## config.mk

```make
export PLATFORM = sky130hd
export DESIGN_NAME = cabac_binary_arithmetic_encoder_core
export DESIGN_NICKNAME = d
export VERILOG_FILES = /design/src/cabac_pkg.sv /design/src/cabac_binary_arithmetic_encoder_core.sv
export SDC_FILE = /design/constraint.sdc
export NUM_CORES = 2
export LEC_CHECK = 0
export BUFFER_PORTS_ARGS = -buffer_cell sky130_fd_sc_hd__buf_2
export CAP_MARGIN = 10
export CORE_ASPECT_RATIO = 1.5
export CORE_MARGIN = 8
export CORE_UTILIZATION = 25
export CTS_CLUSTER_SIZE = 25
export DETAILED_ROUTE_END_ITERATION = 8
export SLEW_MARGIN = 20
export SYNTH_ARGS = -nofsm -noshare
export SYNTH_HDL_FRONTEND = slang
export SYNTH_SLANG_ARGS = --single-unit
```

## constraint.sdc

```tcl
create_clock -name clk -period 27.1 [get_ports clk]
set_clock_uncertainty 0.15 [all_clocks]
set_input_delay 2.71 -clock clk [delete_from_list [all_inputs] [get_ports clk]]
set_output_delay 2.71 -clock clk [all_outputs]
set_load 0.02 [all_outputs]
```

## src/cabac_pkg.sv

```systemverilog
// Shared types, command codes and probability tables of the CABAC encoder core.
`default_nettype none

package cabac_pkg;

	typedef enum logic [2:0] {
		CMD_INIT  = 3'd0,
		CMD_REG   = 3'd1,
		CMD_TERM  = 3'd2,
		CMD_FLUSH = 3'd3,
		CMD_START = 3'd4
	} cmd_t;

	// one output record
	typedef struct packed {
		logic [11:0] value;
		logic [3:0]  length;
		logic [15:0] repeat_count;
		logic        ovf;
	} rec_t;

	localparam logic [8:0] RANGE_RST = 9'd510;
	localparam logic signed [4:0] BL_RST = -5'sd12;
	localparam logic [7:0] BYTE_FF = 8'hff;
	localparam logic [5:0] QP_MAX = 6'd51;
	localparam logic [5:0] QP_RST = 6'd26;

	// rows hold the LPS range for quarter 0..3, quarter 0 in the top byte
	localparam logic [31:0] LPS_TAB [64] = '{
		{8'd128, 8'd176, 8'd208, 8'd240}, {8'd128, 8'd167, 8'd197, 8'd227},
		{8'd128, 8'd158, 8'd187, 8'd216}, {8'd123, 8'd150, 8'd178, 8'd205},
		{8'd116, 8'd142, 8'd169, 8'd195}, {8'd111, 8'd135, 8'd160, 8'd185},
		{8'd105, 8'd128, 8'd152, 8'd175}, {8'd100, 8'd122, 8'd144, 8'd166},
		{8'd95, 8'd116, 8'd137, 8'd158}, {8'd90, 8'd110, 8'd130, 8'd150},
		{8'd85, 8'd104, 8'd123, 8'd142}, {8'd81, 8'd99, 8'd117, 8'd135},
		{8'd77, 8'd94, 8'd111, 8'd128}, {8'd73, 8'd89, 8'd105, 8'd122},
		{8'd69, 8'd85, 8'd100, 8'd116}, {8'd66, 8'd80, 8'd95, 8'd110},
		{8'd62, 8'd76, 8'd90, 8'd104}, {8'd59, 8'd72, 8'd86, 8'd99},
		{8'd56, 8'd69, 8'd81, 8'd94}, {8'd53, 8'd65, 8'd77, 8'd89},
		{8'd51, 8'd62, 8'd73, 8'd85}, {8'd48, 8'd59, 8'd69, 8'd80},
		{8'd46, 8'd56, 8'd66, 8'd76}, {8'd43, 8'd53, 8'd63, 8'd72},
		{8'd41, 8'd50, 8'd59, 8'd69}, {8'd39, 8'd48, 8'd56, 8'd65},
		{8'd37, 8'd45, 8'd54, 8'd62}, {8'd35, 8'd43, 8'd51, 8'd59},
		{8'd33, 8'd41, 8'd48, 8'd56}, {8'd32, 8'd39, 8'd46, 8'd53},
		{8'd30, 8'd37, 8'd43, 8'd50}, {8'd29, 8'd35, 8'd41, 8'd48},
		{8'd27, 8'd33, 8'd39, 8'd45}, {8'd26, 8'd31, 8'd37, 8'd43},
		{8'd24, 8'd30, 8'd35, 8'd41}, {8'd23, 8'd28, 8'd33, 8'd39},
		{8'd22, 8'd27, 8'd32, 8'd37}, {8'd21, 8'd26, 8'd30, 8'd35},
		{8'd20, 8'd24, 8'd29, 8'd33}, {8'd19, 8'd23, 8'd27, 8'd31},
		{8'd18, 8'd22, 8'd26, 8'd30}, {8'd17, 8'd21, 8'd25, 8'd28},
		{8'd16, 8'd20, 8'd23, 8'd27}, {8'd15, 8'd19, 8'd22, 8'd25},
		{8'd14, 8'd18, 8'd21, 8'd24}, {8'd14, 8'd17, 8'd20, 8'd23},
		{8'd13, 8'd16, 8'd19, 8'd22}, {8'd12, 8'd15, 8'd18, 8'd21},
		{8'd12, 8'd14, 8'd17, 8'd20}, {8'd11, 8'd14, 8'd16, 8'd19},
		{8'd11, 8'd13, 8'd15, 8'd18}, {8'd10, 8'd12, 8'd15, 8'd17},
		{8'd10, 8'd12, 8'd14, 8'd16}, {8'd9, 8'd11, 8'd13, 8'd15},
		{8'd9, 8'd11, 8'd12, 8'd14}, {8'd8, 8'd10, 8'd12, 8'd14},
		{8'd8, 8'd9, 8'd11, 8'd13}, {8'd7, 8'd9, 8'd11, 8'd12},
		{8'd7, 8'd9, 8'd10, 8'd12}, {8'd7, 8'd8, 8'd10, 8'd11},
		{8'd6, 8'd8, 8'd9, 8'd11}, {8'd6, 8'd7, 8'd9, 8'd10},
		{8'd6, 8'd7, 8'd8, 8'd9}, {8'd2, 8'd2, 8'd2, 8'd2}
	};

	localparam logic [5:0] LPS_NEXT [64] = '{
		6'd0, 6'd0, 6'd1, 6'd2, 6'd2, 6'd4, 6'd4, 6'd5,
		6'd6, 6'd7, 6'd8, 6'd9, 6'd9, 6'd11, 6'd11, 6'd12,
		6'd13, 6'd13, 6'd15, 6'd15, 6'd16, 6'd16, 6'd18, 6'd18,
		6'd19, 6'd19, 6'd21, 6'd21, 6'd22, 6'd22, 6'd23, 6'd24,
		6'd24, 6'd25, 6'd26, 6'd26, 6'd27, 6'd27, 6'd28, 6'd29,
		6'd29, 6'd30, 6'd30, 6'd30, 6'd31, 6'd32, 6'd32, 6'd33,
		6'd33, 6'd33, 6'd34, 6'd34, 6'd35, 6'd35, 6'd35, 6'd36,
		6'd36, 6'd36, 6'd37, 6'd37, 6'd37, 6'd38, 6'd38, 6'd63
	};

	function automatic logic [7:0] lps_range(input logic [5:0] st, input logic [1:0] q);
		logic [31:0] row;
		row = LPS_TAB[st];
		case (q)
			2'd0:    return row[31:24];
			2'd1:    return row[23:16];
			2'd2:    return row[15:8];
			default: return row[7:0];
		endcase
	endfunction

	// renorm shift after an LPS: 8 minus the index of the top set bit
	function automatic logic [3:0] lps_shift(input logic [7:0] v);
		logic [3:0] s;
		s = 4'd7;
		for (int i = 1; i < 8; i++)
			if (v[i]) s = 4'(8 - i);
		return s;
	endfunction

	// {state, mps} from init value and slice QP
	function automatic logic [6:0] derive_state(input logic [5:0] qp, input logic [7:0] iv);
		logic [5:0]         q;
		logic signed [7:0]  slope;
		logic signed [7:0]  offs;
		logic signed [13:0] prod;
		logic signed [13:0] s;
		logic [6:0]         sc;
		q     = (qp > QP_MAX) ? QP_MAX : qp;
		slope = 8'(signed'({1'b0, iv[7:4]}) * 5) - 8'sd45;
		offs  = signed'({1'b0, iv[3:0], 3'b000}) - 8'sd16;
		prod  = 14'(slope) * signed'({8'b0, q});
		s     = (prod >>> 4) + 14'(offs);
		if (s < 14'sd1) sc = 7'd1;
		else if (s > 14'sd126) sc = 7'd126;
		else sc = s[6:0];
		if (sc >= 7'd64) return {sc[5:0], 1'b1};
		return {6'(7'd63 - sc), 1'b0};
	endfunction

endpackage

`default_nettype wire

```

## src/cabac_binary_arithmetic_encoder_core.sv

```systemverilog
// Top level of the CABAC binary arithmetic encoder core.
// Usage:
//  - s_* channel carries one command word per handshake (init context,
//    regular bin, terminate bin, flush, start). cfg_* writes slice_qp; write
//    it only while the core is idle.
//  - m_* channel returns bitstream records: bits to append, their count, a
//    repeat count for runs of 0xff bytes (0x00 after a carry), a saturation
//    flag. m_tlast marks the last record caused by one command.
//  - Each accepted word sits in the _s1 register while its context is read
//    from the context RAM (registered read, with a bypass of the latest
//    write), then engine state updates and up to six records load into the
//    output slot buffer.
//  - Records load when the word leaves _s1; m_tvalid is high from then on.
//  - Throughput: one command per cycle while commands produce no records.
//    A command that produces records waits in _s1 until the previous
//    command's records have drained, one record per cycle while m_tready is
//    high; the slot buffer is the limit.
//  - Reset clears engine state, slice_qp (26) and the buffers; the context
//    RAM is not cleared and must be initialized before use.
//  - When m_tready is low records hold; s_tready drops once a command with
//    records is waiting behind them.
`default_nettype none

module cabac_binary_arithmetic_encoder_core #(
	parameter int NUM_CONTEXTS   = 256,
	parameter int RUN_COUNT_BITS = 16
) (
	input  wire         clk,
	input  wire         arst_n,
	input  wire         s_tvalid,
	output logic        s_tready,
	input  wire  [23:0] s_tdata,   // context_index[7:0], bin_value[8], init_value[16:9]
	input  wire  [2:0]  s_tuser,   // command[2:0]
	output logic        m_tvalid,
	input  wire         m_tready,
	output logic [31:0] m_tdata,   // out_value[11:0], out_length[15:12], repeat_count[31:16]
	output logic [0:0]  m_tuser,   // run_overflow[0]
	output logic        m_tlast,
	input  wire         cfg_valid,
	output logic        cfg_ready,
	input  wire  [5:0]  cfg_data
);
	import cabac_pkg::*;

	localparam int AW = (NUM_CONTEXTS > 1) ? $clog2(NUM_CONTEXTS) : 1;
	localparam int RC = RUN_COUNT_BITS;

	typedef struct packed {
		logic [31:0]       low;
		logic [8:0]        rng;
		logic signed [4:0] bl;
		logic [RC-1:0]     cnt;
		logic [7:0]        bb;
		logic              sat;
	} eng_t;

	typedef struct packed {
		logic          vld;
		logic [AW-1:0] addr;
		logic [6:0]    data;
	} fwd_t;

	// run record: repeat count is cnt - 1, clamped to 16 bits
	function automatic rec_t run_rec(input logic [7:0] b, input logic [RC-1:0] c,
			input logic s);
		rec_t          r;
		logic [RC-1:0] rep;
		logic          clamp;
		rep   = c - RC'(1);
		clamp = (33'(rep) > 33'd65535);
		r.value        = {4'd0, b};
		r.length       = 4'd8;
		r.repeat_count = clamp ? 16'hffff : 16'(rep);
		r.ovf          = s | clamp;
		return r;
	endfunction

	function automatic rec_t byte_rec(input logic [7:0] b);
		rec_t r;
		r.value        = {4'd0, b};
		r.length       = 4'd8;
		r.repeat_count = 16'd1;
		r.ovf          = 1'b0;
		return r;
	endfunction

	// byte output with carry hold-back; bits_left known non-negative
	function automatic void wr_out(input eng_t e, output eng_t eo, output rec_t r0,
			output rec_t r1, output logic v0, output logic v1);
		logic [4:0]  sh;
		logic [4:0]  msh;
		logic [31:0] lead;
		logic [7:0]  carry;
		sh    = 5'(5'd13 + e.bl);
		msh   = 5'(5'd19 - e.bl);
		lead  = e.low >> sh;
		carry = lead[15:8];
		eo     = e;
		eo.bl  = e.bl - 5'sd8;
		eo.low = e.low & (32'hffffffff >> msh);
		v0 = 1'b0;
		v1 = 1'b0;
		r0 = byte_rec(8'(e.bb + carry));
		r1 = run_rec(8'(BYTE_FF + carry), e.cnt, e.sat);
		if (lead == 32'(BYTE_FF)) begin
			if (e.cnt == {RC{1'b1}}) eo.sat = 1'b1;
			else eo.cnt = e.cnt + RC'(1);
		end else begin
			v0     = (e.cnt != '0);
			v1     = (e.cnt > RC'(1));
			eo.cnt = RC'(1);
			eo.bb  = lead[7:0];
			eo.sat = 1'b0;
		end
	endfunction

	// input stage
	logic            vld_s1;
	cmd_t            cmd_s1;
	logic [7:0]      idx_s1;
	logic            bin_s1;
	logic [7:0]      iv_s1;
	logic [6:0]      rd_s1;
	logic [5:0]      qp_q;
	eng_t            eng_q;
	fwd_t            fwd_q;
	logic [6:0]      ctx_mem [NUM_CONTEXTS];

	// output slot buffer
	rec_t            res_q [6];
	logic [2:0]      res_cnt_q;
	logic [2:0]      rd_ptr_q;

	// next-state results
	eng_t            eng_d;
	rec_t            res_c [6];
	logic [2:0]      n_c;
	logic            mem_we;
	logic [6:0]      mem_wd;
	logic            in_rng_s1;
	logic [AW-1:0]   addr_s1;
	logic            s_fire;
	logic            s1_fire;
	logic            buf_free;
	logic            m_fire;

	assign s_fire    = s_tvalid & s_tready;
	assign m_fire    = m_tvalid & m_tready;
	assign in_rng_s1 = (11'(idx_s1) < 11'(NUM_CONTEXTS));
	assign addr_s1   = AW'(idx_s1);
	assign buf_free  = (rd_ptr_q == res_cnt_q) ||
	                   (m_fire && (rd_ptr_q == 3'(res_cnt_q - 3'd1)));
	assign s1_fire   = vld_s1 && ((n_c == 3'd0) || buf_free);
	assign s_tready  = !vld_s1 || s1_fire;
	assign cfg_ready = 1'b1;

	always_comb begin
		logic [6:0]  ms;
		logic [5:0]  st;
		logic        mps;
		logic [7:0]  lps;
		logic [8:0]  r;
		logic [31:0] lo;
		logic [3:0]  nb;
		logic [5:0]  nst;
		logic        lps_path;
		eng_t        e1;
		eng_t        e2;
		rec_t        w0;
		rec_t        w1;
		logic        wv0;
		logic        wv1;
		logic [4:0]  fsh;
		logic signed [5:0] flen;
		logic [3:0]  len;
		logic [11:0] mask;
		rec_t        fr;

		eng_d  = eng_q;
		n_c    = 3'd0;
		mem_we = 1'b0;
		mem_wd = derive_state(qp_q, iv_s1);
		for (int i = 0; i < 6; i++) res_c[i] = byte_rec(8'd0);
		fsh  = 5'd0;
		flen = 6'sd0;
		len  = 4'd1;
		mask = 12'd0;
		fr   = byte_rec(8'd0);

		// context read with bypass of the latest write
		ms = (fwd_q.vld && fwd_q.addr == addr_s1) ? fwd_q.data : rd_s1;
		if (!in_rng_s1) ms = 7'd0;
		st  = ms[6:1];
		mps = ms[0];
		lps = lps_range(st, eng_q.rng[7:6]);
		r   = eng_q.rng - 9'(lps);
		lo  = eng_q.low;
		lps_path = (bin_s1 != mps);
		if (lps_path) begin
			nb  = (st == 6'd63) ? 4'd6 : lps_shift(lps);
			lo  = eng_q.low + 32'(r);
			r   = 9'(lps);
			nst = LPS_NEXT[st];
		end else begin
			nb  = (r < 9'd256) ? 4'd1 : 4'd0;
			nst = (st < 6'd62) ? 6'(st + 6'd1) : st;
		end

		e1  = eng_q;
		wv0 = 1'b0;
		wv1 = 1'b0;
		w0  = byte_rec(8'd0);
		w1  = byte_rec(8'd0);
		e2  = eng_q;

		unique case (cmd_s1)
			CMD_INIT: begin
				mem_we = in_rng_s1;
			end
			CMD_REG: begin
				e1.low = lo << nb;
				e1.rng = 9'(r << nb);
				e1.bl  = eng_q.bl + signed'({1'b0, nb});
				mem_we = in_rng_s1;
				mem_wd = {nst, (lps_path && st == 6'd0) ? ~mps : mps};
				e2 = e1;
				if (!e1.bl[4]) wr_out(e1, e2, w0, w1, wv0, wv1);
				eng_d = e2;
				if (wv0) begin res_c[n_c] = w0; n_c = 3'(n_c + 3'd1); end
				if (wv1) begin res_c[n_c] = w1; n_c = 3'(n_c + 3'd1); end
			end
			CMD_TERM, CMD_FLUSH: begin
				e1.rng = eng_q.rng - 9'd2;
				if (bin_s1 || cmd_s1 == CMD_FLUSH) begin
					e1.low = (eng_q.low + 32'(e1.rng)) << 7;
					e1.rng = 9'd256;
					e1.bl  = eng_q.bl + 5'sd7;
				end else if (!e1.rng[8]) begin
					e1.low = eng_q.low << 1;
					e1.rng = 9'(e1.rng << 1);
					e1.bl  = eng_q.bl + 5'sd1;
				end
				e2 = e1;
				if (!e1.bl[4]) wr_out(e1, e2, w0, w1, wv0, wv1);
				eng_d = e2;
				if (wv0) begin res_c[n_c] = w0; n_c = 3'(n_c + 3'd1); end
				if (wv1) begin res_c[n_c] = w1; n_c = 3'(n_c + 3'd1); end
				if (cmd_s1 == CMD_FLUSH) begin
					// finish: resolve the last carry, then the tail bits and the stop bit, then reset the engine
					fsh  = 5'(5'd21 + e2.bl);
					flen = 6'sd13 + 6'(e2.bl);
					if ((e2.low >> fsh) != 32'd0) begin
						res_c[n_c] = byte_rec(8'(e2.bb + 8'd1));
						n_c = 3'(n_c + 3'd1);
						if (e2.cnt > RC'(1)) begin
							res_c[n_c] = run_rec(8'd0, e2.cnt, e2.sat);
							n_c = 3'(n_c + 3'd1);
						end
						e2.low = e2.low - (32'd1 << fsh);
					end else begin
						if (e2.cnt != '0) begin
							res_c[n_c] = byte_rec(e2.bb);
							n_c = 3'(n_c + 3'd1);
						end
						if (e2.cnt > RC'(1)) begin
							res_c[n_c] = run_rec(BYTE_FF, e2.cnt, e2.sat);
							n_c = 3'(n_c + 3'd1);
						end
					end
					if (flen < 6'sd1) len = 4'd1;
					else if (flen > 6'sd12) len = 4'd12;
					else len = flen[3:0];
					mask = 12'((13'd1 << len) - 13'd1);
					fr.value        = 12'(e2.low >> 8) & mask;
					fr.length       = len;
					fr.repeat_count = 16'd1;
					fr.ovf          = 1'b0;
					res_c[n_c] = fr;
					n_c = 3'(n_c + 3'd1);
					fr.value  = 12'd1;
					fr.length = 4'd1;
					res_c[n_c] = fr;
					n_c = 3'(n_c + 3'd1);
					eng_d.low = '0;
					eng_d.rng = RANGE_RST;
					eng_d.bl  = BL_RST;
					eng_d.cnt = '0;
					eng_d.bb  = BYTE_FF;
					eng_d.sat = 1'b0;
				end
			end
			CMD_START: begin
				eng_d.low = '0;
				eng_d.rng = RANGE_RST;
				eng_d.bl  = BL_RST;
				eng_d.cnt = '0;
				eng_d.bb  = BYTE_FF;
				eng_d.sat = 1'b0;
			end
			default: begin
			end
		endcase
	end

	// context RAM: registered read at acceptance, write when the item retires
	always_ff @(posedge clk) begin
		if (s_fire) rd_s1 <= ctx_mem[AW'(s_tdata[7:0])];
		if (s1_fire && mem_we) ctx_mem[addr_s1] <= mem_wd;
	end

	always_ff @(posedge clk) begin
		if (s_fire) begin
			cmd_s1 <= cmd_t'(s_tuser);
			idx_s1 <= s_tdata[7:0];
			bin_s1 <= s_tdata[8];
			iv_s1  <= s_tdata[16:9];
		end
		if (s1_fire && n_c != 3'd0) begin
			for (int i = 0; i < 6; i++) res_q[i] <= res_c[i];
		end
	end

	always_ff @(posedge clk or negedge arst_n) begin
		if (!arst_n) begin
			vld_s1    <= 1'b0;
			qp_q      <= QP_RST;
			eng_q.low <= '0;
			eng_q.rng <= RANGE_RST;
			eng_q.bl  <= BL_RST;
			eng_q.cnt <= '0;
			eng_q.bb  <= BYTE_FF;
			eng_q.sat <= 1'b0;
			fwd_q     <= '0;
			res_cnt_q <= 3'd0;
			rd_ptr_q  <= 3'd0;
		end else begin
			if (cfg_valid && cfg_ready) qp_q <= cfg_data;
			if (s_fire) vld_s1 <= 1'b1;
			else if (s1_fire) vld_s1 <= 1'b0;
			if (s1_fire) begin
				eng_q <= eng_d;
				if (mem_we) begin
					fwd_q.vld  <= 1'b1;
					fwd_q.addr <= addr_s1;
					fwd_q.data <= mem_wd;
				end
			end
			if (s1_fire && n_c != 3'd0) begin
				res_cnt_q <= n_c;
				rd_ptr_q  <= 3'd0;
			end else if (m_fire) begin
				rd_ptr_q <= 3'(rd_ptr_q + 3'd1);
			end
		end
	end

	assign m_tvalid = (rd_ptr_q != res_cnt_q);
	assign m_tdata  = {res_q[rd_ptr_q].repeat_count, res_q[rd_ptr_q].length,
	                   res_q[rd_ptr_q].value};
	assign m_tuser  = res_q[rd_ptr_q].ovf;
	assign m_tlast  = (rd_ptr_q == 3'(res_cnt_q - 3'd1));

	a_cnt_max: assert property (@(posedge clk) disable iff (!arst_n)
		res_cnt_q <= 3'd6 && rd_ptr_q <= res_cnt_q)
		else $error("slot buffer count out of range");
	a_no_overwrite: assert property (@(posedge clk) disable iff (!arst_n)
		(s1_fire && n_c != 3'd0) |-> buf_free)
		else $error("records loaded over undrained slots");
	a_last_then_new: assert property (@(posedge clk) disable iff (!arst_n)
		(m_fire && m_tlast) |=> (!m_tvalid || rd_ptr_q == 3'd0))
		else $error("record stream continued past last");
	a_bits_left_neg: assert property (@(posedge clk) disable iff (!arst_n)
		eng_q.bl[4])
		else $error("bits_left non-negative between commands");

endmodule

`default_nettype wire

```

==> impl_metrics.csv <==
group,metric,value,unit
detailed_routing,firstDrtPassIters,7,
floorplan,start_util,25.04,%
grt,grt_pass1_wl,522.6,mm
sta,fmax,46.84,MHz
logic_synthesis,synth_fp_nets,8411,
detailed_routing,drt_iter0_drc,7456,
clock_network,cts.clk_slew.worst_paths,0.06,ns
worst_setup_path,path_class,"flip-flop to primary output",
logic_synthesis,synth-seq-area-share,57.53,%
sta,layout_min_cycle_time,21.35,ns
grt,grt-ovfl-total,0,
placed_design,io_buffers,66,
logic_synthesis,synth_warnings,0,
detailed_routing,drc,0,
clock_network,cts_htree_levels,4,
floorplan,rows,298,
clock_network,cts_tree,"done",
detailed_routing,num_vias,73913,
logic_synthesis,synth_ff_type,"edfxtp_1",
worst_setup_path,worstSetupEndpointType,"primary output",
detailed_routing,post_drt_wl_per_cell,25.48,um
placed_design,gp_congestion,0.9710,
layout,layout.cells.most_common,"edfxtp_1",
clock_network,clk_latency,0.93,ns
grt,grt_antenna_before_repair,9,
grt,use_met1,16.48,%
sta,tns,0,ns
layout,nets,8347,
sta,worst_pin_slew,1.181,ns
layout,layout_common_cells,"edfxtp_1 (2017), nor2_1 (656), mux4_2 (639)",
clock_network,cts_setup_buffers,0,
sta,rsz0062_at_grt,"false",
worst_setup_path,crit_arrival,18.49,ns
layout,fillerInstances,44289,
layout,multi_input_area,0.04432,mm^2
layout,syn_to_final_growth,13.55,%
floorplan,core-area,0.4381,mm^2
flow_run,drv_cap,0,
sta,slew_headroom,20.64,%
logic_synthesis,synth_edf_count,2017,
sta,finalMaxSlewViolations,0,
clock_network,cts_hold_buf,0,
clock_network,clockRootBuffer,"clkbuf_16",
worst_setup_path,crit_slowest_cell,"fa_1",
grt,grtUsageMet2,27.09,%
grt,track_usage,14.98,%
min_path,hold_class,"flip-flop to flip-flop",
grt,busiest_layer,"met2",
clock_network,clockBufferDepth,4,
floorplan,die_x,556.8,um
worst_setup_path,crit_fanout,46,
grt,grt_pass1_vias,74504,
worst_setup_path,required,24.24,ns
layout,drive_gt1_share,18.78,%
floorplan,ios,75,
clock_network,cts_buffers,209,
placed_design,dp_hpwl,250.1,mm
logic_synthesis,synth_area,0.1097,mm^2
worst_setup_path,crit_top_cell,"ha_1",
worst_setup_path,critPathLaunchType,"flip-flop",
logic_synthesis,synth.avg_cell_area,13.45,um^2
floorplan,die_h,827.2,um
floorplan,die_area,0.4606,mm^2
logic_synthesis,synthArstFlopShare,4.724,%
detailed_routing,viasPerCell,5.237,
logic_synthesis,synthCells,8156,
sta,setup_viol,0,
detailed_routing,ant_nets,0,
detailed_routing,routed_wl,359.6,mm
clock_network,cts_resized,0,
layout,postLayoutCoreUtil,28.43,%
grt,met3_usage,2.219,%
worst_setup_path,max_stage_delay,0.77,ns
logic_synthesis,ys_seq_elements,2117,
layout,seqCellArea,0.06310,mm^2
grt,grt_max_degree,206,
sta,min_period_over_period,78.78,%
sta,hold_viol_final,0,
clock_network,cts_num_sinks,2117,
run_status,outcome,"finished clean",
logic_synthesis,synth.distinct_cells,121,
-- cell usage after synthesis, drive strengths merged, types with 81 or more instances --
master	instances	area share (%)
xnor2	126	1.0
edfxtp	2017	55
ha	175	2.0
mux4	639	13
o22ai	91	0.52
buf	163	0.67
a21oi	416	1.9
nand2	597	2.0
inv	208	0.71
a211oi	96	0.67
nor3	405	1.9
o211ai	81	0.56
o21ai	345	1.6
nor2	661	2.3
nand3	175	0.80
mux2i	138	1.3
clkbuf	410	1.4
-- sequential cells by signal (all words and copies together), names as in the netlist --
register / flops
cmd_s1: 3
addr_s1: 8
qp_q: 6
ctx_mem: 1792
res_q: 198
res_cnt_q: 3
vld_s1: 1
fwd_q: 16
rd_s1: 7
rd_ptr_q: 3
iv_s1: 8
bin_s1: 1
eng_q: 71
-- cells by family (layout without fill, tap and decap cells) --
group,Yosys count,in the layout,synth area share [%]
flops,2117,2117,57.53
xor+xnor,189,189,1.549
compound gates,1750,1750,10.84
fa+ha+maj,217,217,2.763
other cells,1,6,0.003419
mux,838,838,15.01
simple gates,2257,2257,9.504
buf+inv,787,889,2.804
-- critical path, delay by kind of cell (launching register included) --
kind,cells,cell delay [ns]
xor+xnor,2,0.59
compound gates,20,5.72
buf+inv,15,4.01
fa+ha+maj,8,3.35
flops,1,0.56
simple gates,13,2.93
mux,2,0.23
-- layout make-up --
type / count / share of cell area (%)
flip-flops and latches: 2117 / 50.67
clock buffers: 248 / 4.376
inverters: 214 / 0.6470
diodes: 5 / 0.01005
multi-input cells: 5252 / 35.59
well taps: 5850 / 5.877
repair buffers: 298 / 1.765
clock inverters: 129 / 1.072
-- routing by layer --
| layer | routed length [um] | vias up |
|---|---|---|
| met5 | 0 | - |
| met4 | 27000 | 0 |
| met3 | 21940 | 1045 |
| met2 | 184900 | 3216 |
| met1 | 125800 | 37430 |
| li1 | - | 32222 |
-- worst paths after layout --
path | to | from | slack [ns] | cells after the start
setup / recovery | s_tready | addr_s1[2] | 5.75 | 60
hold / removal | fwd_q[11] | fwd_q[11] | 0.35 | 2
setup reg to reg | ctx_mem[125][6] | addr_s1[2] | 5.94 | 62
hold reg to reg | fwd_q[11] | fwd_q[11] | 0.35 | 2
max in group asynchronous | eng_q[16] | arst_n | 23.80 | 2
min in group asynchronous | eng_q[54] | arst_n | 1.75 | 1
-- metrics by stage --
step | setup slack [ns] | hold WS (ns) | instance area, um^2 | std cells
6_report | 5.752 | 0.3504 | 124500 | 14113
5_1_grt | 4.915 | 0.3908 | 124500 | 14110
4_1_cts | 6.177 | 0.3545 | 124100 | 14106
3_5_place_dp | 6.578 | 0.3393 | 117300 | 13729
3_3_place_gp | 6.728 | 0.3310 | 117100 | 13729
2_1_floorplan | 8.540 | 0.3174 | 109700 | 8156
Power is left out: the tool's default activity adds up to more than one toggle a clock period on the data nets, which glitch-free logic cannot reach.
